[config.mk]
export PLATFORM = sky130hd
export DESIGN_NAME = cisr_ram
export DESIGN_NICKNAME = d
export VERILOG_FILES = /design/src/design/cisr_ram.sv
export SDC_FILE = /design/constraint.sdc
export NUM_CORES = 1
export LEC_CHECK = 0
export BUFFER_PORTS_ARGS = -buffer_cell sky130_fd_sc_hd__buf_2
export CORE_ASPECT_RATIO = 1.4
export CORE_MARGIN = 1.5
export CORE_UTILIZATION = 45
export CTS_BUF_LIST = sky130_fd_sc_hd__clkbuf_8
export CTS_CLUSTER_SIZE = 10
export DETAILED_ROUTE_END_ITERATION = 12
export SLEW_MARGIN = 20
export SYNTH_ARGS = -nofsm -noshare
export SYNTH_HDL_FRONTEND = slang
export SYNTH_SLANG_ARGS = --single-unit
[constraint.sdc]
create_clock -name clk -period 5.67 [get_ports clk]
set_clock_uncertainty 0.1 [all_clocks]
set_input_delay 1.4175 -clock clk [delete_from_list [all_inputs] [get_ports clk]]
set_output_delay 1.4175 -clock clk [all_outputs]
set_load 0.05 [all_outputs]
[src/design/cisr_ram.sv]
// ---------------------------------------------------------------------------
// cisr_ram: single-port synchronous RAM
// One access per cycle, write or read at the same address, read data
// registered.
// ---------------------------------------------------------------------------
`default_nettype none

module cisr_ram #(
	parameter int ADDR_W = 4,
	parameter int DATA_W = 8
) (
	input  wire logic              clk,
	input  wire logic              we,
	input  wire logic [ADDR_W-1:0] addr,
	input  wire logic [DATA_W-1:0] wdata,
	output logic      [DATA_W-1:0] rdata
);

	logic [DATA_W-1:0] mem [0:(1 << ADDR_W)-1];

	always_ff @(posedge clk) begin
		if (we) begin
			mem[addr] <= wdata;
		end
		rdata <= mem[addr];
	end

endmodule

`default_nettype wire

==> run summary, run 1 <==
Worst R2R Path Depth -> 3
Core Box Area -> 10900 sq um
Final ANT Viol Nets -> 0
Slew @ Worst Pin -> 936 ps
max_cap viols -> 0
# nets final -> 278
post-layout minimum cycle time -> 3170 ps
RD Place Congestion -> 0.789
Peak supply drop -> 0.146 mV
Avg Inst Size Synth -> 22.0 sq um
DR vias/cell -> 5.56
Syn Inst Count -> 230
crit path launch -> addr[1]
I/O Buffers -> 21
DRT iter0 DRCs -> 212
gr ovfl total -> 0
largest net degree at the start of global routing -> 40
WL final -> 9700 um
post-synth top area share -> 0.759
kind of end point of the critical path -> flip-flop
largest area contributor in the netlist -> edfxtp_1
die area -> 11900 sq um
r2r endpoint -> rdata[7]$_DFF_P_
cell row count -> 45
ys async rst share -> 0
pwr dens -> 340 nW/um^2
yosys warns -> 0
Die Width -> 92.7 um
Clk Latency, worst-skew pair -> 440 ps
period utilization -> 0.560
Initial Utilization -> 0.464
CP Capture Point -> mem[10][4]$_DFFE_PP_
register area share after synthesis -> 0.790
CTS sink cnt -> 136
DRC Markers -> 0
distinct cell type count after synthesis -> 18
CTS clk-pin slew, worst paths -> 80 ps
register area -> 4000 sq um
CTS H-tree depth -> 4
Mapped Area -> 5070 sq um
setup TNS -> 0 ps
Max Slew Vio Count -> 0
TritonCTS clock tree -> done
outcome -> finished clean
most frequent cells in the layout -> 128 x edfxtp_1, 32 x mux4_2, 21 x buf_2
Req. time, crit path -> 5640 ps
reg2reg start -> mem[11][7]$_DFFE_PP_
antenna violations before repair -> 0
Area Growth Syn to Fin -> 11.7%
Slew HR -> 0.376
Max Fclk -> 315 MHz
pre-CTS WS -> 2000 ps
DP Area -> 5330 sq um
area of the multi-input gates -> 1000 sq um
post-CTS setup buffers -> 0
GRT Resource Usage Total -> 0.182
leading post-synthesis cells by cell area -> edfxtp_1 76%, mux4_2 14%, dfxtp_1 3.2%
TritonRoute pass-1 iters -> 4
diodes inserted -> 0
Die Ht -> 129 um
Resized Gates After CTS -> 0
CTS max path bufs -> 2
Post-CTS Hold Buffers -> 0
most common cell after layout, fill and taps aside -> edfxtp_1
FF-to-FF setup slack -> 4240 ps
crit path max fanout -> 39
Hold Violations, Final -> 0
HP Class -> reg2reg
clock root buffer -> clkbuf_8
Worst Setup Path Type -> in2reg
IO Count -> 22
Mapped Nets -> 244
Vias -> 2324
vias in the first global route -> 2362
Hold WS -> 589 ps
PnR worst setup slack -> 2500 ps
CTS buffer count -> 17
unrepaired setup endpoints after global routing -> no
post-route cell area -> 5660 sq um
nature of the critical path startpoint -> input port
first-pass GRT wire length -> 14400 um
layout filler cell count -> 906
HPWL after DPL -> 6080 um
number of flops mapped to enable cells by yosys -> 128
worst path arrival time -> 3140 ps
layout cells sized above 1 -> 0.303
Post-synth top flop -> edfxtp_1
Setup violations, final -> 0
Lkg Pwr -> 0.00183 uW
Yosys reg bits -> 136
wire length per cell -> 23.2 um
state kept, by name, summed over array words and instances, names as in the netlist:
name,flops
mem,128
rdata,8
through the flow:
| stage | cells | total power [uW] | util |
|---|---|---|---|
| 2_1_floorplan | 230 | 1230 | - |
| 3_3_place_gp | 386 | 1280 | 0.488 |
| 3_5_place_dp | 386 | 1280 | 0.488 |
| 4_1_cts | 418 | 1940 | 0.518 |
| 5_1_grt | 418 | 1990 | 0.518 |
| 6_report | 418 | 1930 | 0.518 |
final cells by class:
type / count / area share
clock buffers: 17 / 0.0414
well taps: 141 / 0.0312
repair buffers: 26 / 0.0252
clock inverters: 15 / 0.0172
flip-flops and latches: 136 / 0.708
multi-input cells: 83 / 0.177
Yosys cell counts (2+ instances only):
cell type and instances:
a22oi_1 16, buf_1 4, buf_2 2, buf_6 2
clkbuf_1 2, dfxtp_1 8, edfxtp_1 128, mux4_2 32
nand2_1 9, nand2b_1 2, nand3b_1 2, nor2_1 13
nor2b_1 2, nor3_1 4
logic make-up (layout without fill, tap and decap cells):
logic type,after synthesis,count (layout),share of synthesized area
flops,136,136,0.790
mux,32,32,0.142
buf+inv,11,58,0.0119
simple gates,35,35,0.0321
compound gates,16,16,0.0237
where the power goes:
group	internal (uW)	switching, uW
Sequential	1120	7.54
Combinational	41.2	83.5
Clock	330	339
Total	1490	431
worst min path at each step:
stage / from / cells after the start / slack (ps) / to
finish: mem[10][1]$_DFFE_PP_ / 3 / 590 / rdata[1]$_DFF_P_
global route: mem[14][0]$_DFFE_PP_ / 3 / 630 / rdata[0]$_DFF_P_
CTS: mem[10][1]$_DFFE_PP_ / 3 / 590 / rdata[1]$_DFF_P_
detailed placement: mem[10][1]$_DFFE_PP_ / 3 / 580 / rdata[1]$_DFF_P_
global placement: mem[10][1]$_DFFE_PP_ / 3 / 570 / rdata[1]$_DFF_P_
floorplan: mem[14][0]$_DFFE_PP_ / 3 / 530 / rdata[0]$_DFF_P_
critical path, cell delays in order:
cell	delay (ps)
buf_2	690
nand2b_1	270
nor2_1	720
per-layer routing:
metal  share of wire  GRT usage
met3           0.046     0.0514
met5               0          0
met2            0.53      0.295
met1            0.39      0.221
met4           0.031     0.0980
No activity file was read; power rests on OpenSTA's default activity.
==> run 2: changes to the inputs <==
==> constraint.sdc (replaced) <==
create_clock -name clk -period 2.66 [get_ports clk]
set_clock_uncertainty 0.1 [all_clocks]
set_input_delay 0.665 -clock clk [delete_from_list [all_inputs] [get_ports clk]]
set_output_delay 0.665 -clock clk [all_outputs]
set_load 0.05 [all_outputs]
==> run 2 against run 1 <==
  * Largest power group unchanged
  * Core utilization grew 1.5 points
  * Critical path depth increased by 2
  * Sequential share of layout area shrank 2.0 points
  * Critical endpoint is now rdata[7]$_DFF_P_
  * Flip-flop and latch count is the same
  * Worst hold slack got worse by 67 ps
==> run summary, run 2 (synthesis results as in run 1) <==
Sw Pwr -> 898 uW
largest net degree at the start of global routing -> 40
Crit-path slowest cell -> mux4_2
CTS sink cnt -> 136
FF-to-FF setup slack -> 1250 ps
Hold Crit Start -> wdata[2]
gr ovfl total -> 0
largest register by flop count -> mem
register area -> 4000 sq um
PnR worst setup slack -> 872 ps
Setup violations, final -> 0
# nets final -> 293
Resized Gates After CTS -> 0
crit-path leading delay family -> multiplexers
biggest regs -> mem x128, rdata x8
most frequent cells in the layout -> 128 x edfxtp_1, 32 x mux4_2, 21 x buf_2
Lkg Pwr -> 0.00194 uW
max_cap viols -> 0
Combinational Power Share -> 0.064
TritonCTS clock tree -> done
TritonRoute pass-1 iters -> 4
Net Sw Frac -> 0.215
WL final -> 8870 um
reg2reg start -> mem[0][7]$_DFFE_PP_
Hold Violations, Final -> 0
RD Place Congestion -> 0.748
Core Box Area -> 10900 sq um
setup TNS -> 0 ps
die area -> 11900 sq um
Internal Power -> 3280 uW
I/O Buffers -> 21
post-layout minimum cycle time -> 1790 ps
Worst Setup Path Type -> in2reg
critical-path cell list -> buf_2 -> buf_4 -> mux4_2 -> a22oi_1 -> nand2_1
period utilization -> 0.672
Req. time, crit path -> 2880 ps
DRC Markers -> 0
most common cell after layout, fill and taps aside -> edfxtp_1
Vias -> 2298
pre-CTS WS -> 395 ps
HPWL after DPL -> 6140 um
CTS clk-pin slew, worst paths -> 70 ps
layout cells sized above 1 -> 0.349
vias in the first global route -> 2482
Critical Path Max Stage Delay -> 520 ps
outcome -> finished clean
wire length per cell -> 20.5 um
Die Ht -> 129 um
Max Fclk -> 559 MHz
DP Area -> 5460 sq um
post-route cell area -> 5830 sq um
CTS buffer count -> 17
diodes inserted -> 0
Max Slew Vio Count -> 0
area of the multi-input gates -> 1000 sq um
DRT iter0 DRCs -> 160
clock network power share -> 0.361
IO Count -> 22
worst path arrival time -> 2000 ps
crit path launch -> addr[0]
DR vias/cell -> 5.31
Initial Utilization -> 0.464
Die Width -> 92.7 um
Largest register FFs -> 128
Area Growth Syn to Fin -> 15.0%
Slew HR -> 0.578
Peak supply drop -> 0.330 mV
Slew @ Worst Pin -> 632 ps
CTS H-tree depth -> 4
Worst Path Buf+Inv -> 2
crit path max fanout -> 7
kind of end point of the critical path -> flip-flop
clock root buffer -> clkbuf_8
post-CTS setup buffers -> 0
CTS max path bufs -> 2
cell row count -> 45
GRT Resource Usage Total -> 0.165
Post-CTS Hold Buffers -> 0
pwr dens -> 718 nW/um^2
Final ANT Viol Nets -> 0
first-pass GRT wire length -> 13700 um
unrepaired setup endpoints after global routing -> no
Reg power frac -> 0.575
Clk Latency, worst-skew pair -> 430 ps
layout filler cell count -> 898
antenna violations before repair -> 0
nature of the critical path startpoint -> input port
HP Class -> in2reg
==> run 2: cell types whose count changed in the layout (fill, tap and decap cells not counted) <==
cell / previous run / this run
buf_12: 0 / 2
buf_4: 5 / 18
clkinv_1: 3 / 0
clkbuf_8: 17 / 20
==> run 2: final timing paths <==
path / to / depth (start not counted)
setup / recovery: rdata[7]$_DFF_P_ / 5
hold / removal: mem[6][2]$_DFFE_PP_ / 1
setup reg to reg: rdata[7]$_DFF_P_ / 3
hold reg to reg: rdata[6]$_DFF_P_ / 3
==> run 2: metal layers <==
layer / wire [um] / global-route usage / up-vias
li1: - / - / 1057
met1: 3370 / 0.176 / 1162
met2: 4920 / 0.297 / 62
met3: 402 / 0.0532 / 17
met4: 178 / 0.0766 / 0
met5: 0 / 0 / -
==> run 2: through the flow <==
stage	instances	utilization	power (uW)	hold slack [ps]
2_1_floorplan	230	-	2620	535
3_3_place_gp	401	0.500	2720	563
3_5_place_dp	401	0.500	2730	575
4_1_cts	433	0.533	4220	496
5_1_grt	433	0.533	4320	503
6_report	433	0.533	4180	522
==> run 2: area by class of cell <==
cell class                 instances  area share
clock inverter                    12      0.0148
clock buffer                      20      0.0473
timing repair buffer              41      0.0481
sequential                       136       0.687
tap                              141      0.0303
multi-input combinational         83       0.172
==> run 2: power groups by stage <==
stage | clock [uW] | combinational (uW) | sequential [uW]
after floorplan | 0 | 123 | 2500
after global placement | 0 | 269 | 2450
after detailed placement | 0 | 274 | 2450
after CTS | 1540 | 274 | 2410
after global routing | 1620 | 290 | 2410
final | 1510 | 266 | 2400
==> run 3: changes to the inputs <==
--- a/config.mk
+++ b/config.mk
@@ -5,6 +5,7 @@
 export SDC_FILE = /design/constraint.sdc
 export NUM_CORES = 1
 export LEC_CHECK = 0
+export ABC_AREA = 1
 export BUFFER_PORTS_ARGS = -buffer_cell sky130_fd_sc_hd__buf_2
 export CORE_ASPECT_RATIO = 1.4
 export CORE_MARGIN = 1.5
==> constraint.sdc (replaced) <==
create_clock -name clk -period 1.49 [get_ports clk]
set_clock_uncertainty 0.1 [all_clocks]
set_input_delay 0.3725 -clock clk [delete_from_list [all_inputs] [get_ports clk]]
set_output_delay 0.3725 -clock clk [all_outputs]
set_load 0.05 [all_outputs]
==> run 3 against run 2 <==
  * Wire length increased by 38%
  * Sequential power increased by 79%
  * Core utilization increased by 0.67 points
  * Combinational power increased to 2.6 times the previous value
  * Via count increased by 55%
  * Clock power increased by 120%
  * Setup slack got worse by 810 ps
  * Count of clock-buffer cells in the layout decreased by 3
==> run summary, run 3 <==
Max Slew Vio Count -> 0
HP Class -> in2reg
setup TNS -> 0 ps
unrepaired setup endpoints after global routing -> no
GRT Resource Usage Total -> 0.200
CTS max path bufs -> 2
Top Layer Used -> met4
I/O Buffers -> 21
largest net degree at the start of global routing -> 33
total design power -> 8300 uW
Final Instance Count excl. Fillers -> 750
simple-gate area share of the yosys netlist -> 0.248
crit path max fanout -> 1
Mapped Area -> 5590 sq um
Avg Inst Size Synth -> 10.2 sq um
DP Cell Count -> 718
Routed met1 length -> 5150 um
max_cap viols -> 0
Hold Violations, Final -> 0
TritonRoute pass-1 iters -> 4
worst path arrival time -> 950 ps
pre-CTS WS -> -211 ps
leading post-synthesis cells by cell area -> edfxtp_1 69%, nand2_1 23%, dfxtp_1 2.9%
Synth Area in Adders -> 0
most common cell after layout, fill and taps aside -> nand2_1
Lkg Pwr -> 0.00278 uW
Clk Latency, worst-skew pair -> 430 ps
clock network power share -> 0.399
HPWL after DPL -> 8120 um
DRT iter0 DRCs -> 245
critical-path cell list -> clkbuf_4
post-synthesis xor/xnor area fraction -> 0
die area -> 13100 sq um
Req. time, crit path -> 1020 ps
Area Growth Syn to Fin -> 18.3%
IO Count -> 22
# nets final -> 601
first-pass GRT wire length -> 19200 um
Worst Path Buf+Inv -> 1
Max Fclk -> 701 MHz
DRC Markers -> 0
gr ovfl total -> 0
largest area contributor in the netlist -> edfxtp_1
met3 WL -> 375 um
crit-path leading delay family -> flip-flops
cell row count -> 48
DR vias/cell -> 4.75
Post-CTS Hold Buffers -> 0
Slew @ Worst Pin -> 432 ps
Reg power frac -> 0.517
Synth Area in Compound Gates -> 0
CTS sink cnt -> 136
Yosys reg bits -> 136
kind of end point of the critical path -> output pin
most frequent cells in the layout -> 346 x nand2_1, 128 x edfxtp_1, 22 x inv_1
vias in the first global route -> 3689
Mapped Nets -> 562
nature of the critical path startpoint -> flip-flop
diodes inserted -> 0
antenna violations before repair -> 0
met2 wire len -> 6170 um
Die Width -> 97.2 um
Core Box Area -> 12300 sq um
period utilization -> 0.957
clock root buffer -> clkbuf_8
Die Ht -> 135 um
Internal Power -> 6440 uW
post-synth top area share -> 0.687
number of flops mapped to enable cells by yosys -> 128
RD Place Congestion -> 0.829
TritonCTS clock tree -> done
Post-synth top flop -> edfxtp_1
distinct cell type count after synthesis -> 11
register area share after synthesis -> 0.716
outcome -> finished clean
pwr dens -> 1260 nW/um^2
Final ANT Viol Nets -> 0
Worst Setup Path Type -> reg2out
Sw Pwr -> 1870 uW
PnR worst setup slack -> 63.3 ps
Slew HR -> 0.712
biggest regs -> mem x128, rdata x8
Net Sw Frac -> 0.225
Crit-path slowest cell -> dfxtp_1
Hold WS -> 276 ps
CTS clk-pin slew, worst paths -> 80 ps
most frequent cell after synthesis -> nand2_1
yosys warns -> 0
Syn Inst Count -> 548
Setup violations, final -> 0
largest family of logic cells by synthesized area -> simple AND/OR/NAND/NOR gates
post-layout minimum cycle time -> 1430 ps
multiplexer share of the synthesized area -> 0
Combinational Power Share -> 0.084
CTS H-tree depth -> 4
layout cells sized above 1 -> 0.155
Critical Path Max Stage Delay -> 310 ps
largest register by flop count -> mem
post-CTS setup buffers -> 0
Largest register FFs -> 128
WL final -> 12200 um
wire length per cell -> 16.3 um
Initial Utilization -> 0.456
CTS buffer count -> 17
ys async rst share -> 0
Peak supply drop -> 0.965 mV
Vias -> 3562
Commonest cells post-synth -> 346 x nand2_1, 128 x edfxtp_1, 21 x inv_1
[run 3: worst paths after layout]
kind                  startpoint                    to  slack (ps)  cells after the start
min reg2reg  mem[8][1]$_DFFE_PP_      rdata[1]$_DFF_P_         610                      8
max reg2reg  mem[6][1]$_DFFE_PP_      rdata[1]$_DFF_P_         360                      8
max             rdata[6]$_DFF_P_              rdata[6]          60                      1
min                     wdata[3]  mem[13][3]$_DFFE_PP_         280                      1
[run 3: final cells by class]
type,instances,area (sq um)
Timing Repair Buffer,41,329
Sequential cell,136,4000
Clock buffer,17,234
Fill cell,1101,5640
Inverter,23,91.3
Tap cell,150,188
Clock inverter,15,209
Multi-Input combinational cell,368,1560
[run 3: what timing repair did]
action                     CTS  global route
setup endpoints to repair    3             6
pin swaps                    0             0
gates resized for setup      3             7
[run 3: layer usage]
| layer | global-route usage | vias up |
|---|---|---|
| met1 | 0.236 | 1624 |
| met5 | 0 | - |
| li1 | - | 1829 |
| met3 | 0.0430 | 31 |
| met2 | 0.340 | 78 |
| met4 | 0.116 | 0 |
[run 3: power by group through the flow]
stage / combinational [uW] / sequential, uW / clock (uW)
finish: 693 / 4300 / 3310
global route: 764 / 4310 / 3530
CTS: 693 / 4300 / 3380
detailed placement: 684 / 4380 / 0
global placement: 681 / 4380 / 0
floorplan: 338 / 4470 / 0
[run 3: stage by stage]
stage	instance area [sq um]	utilization
after floorplan	5790	-
after global placement	6150	0.502
after detailed placement	6150	0.502
after CTS	6600	0.539
after global routing	6620	0.540
final	6620	0.540
[run 3: cells by family (layout without fill, tap and decap cells)]
| family | Yosys count | count (layout) |
|---|---|---|
| simple gates | 368 | 368 |
| buf+inv | 44 | 96 |
| flops | 136 | 136 |
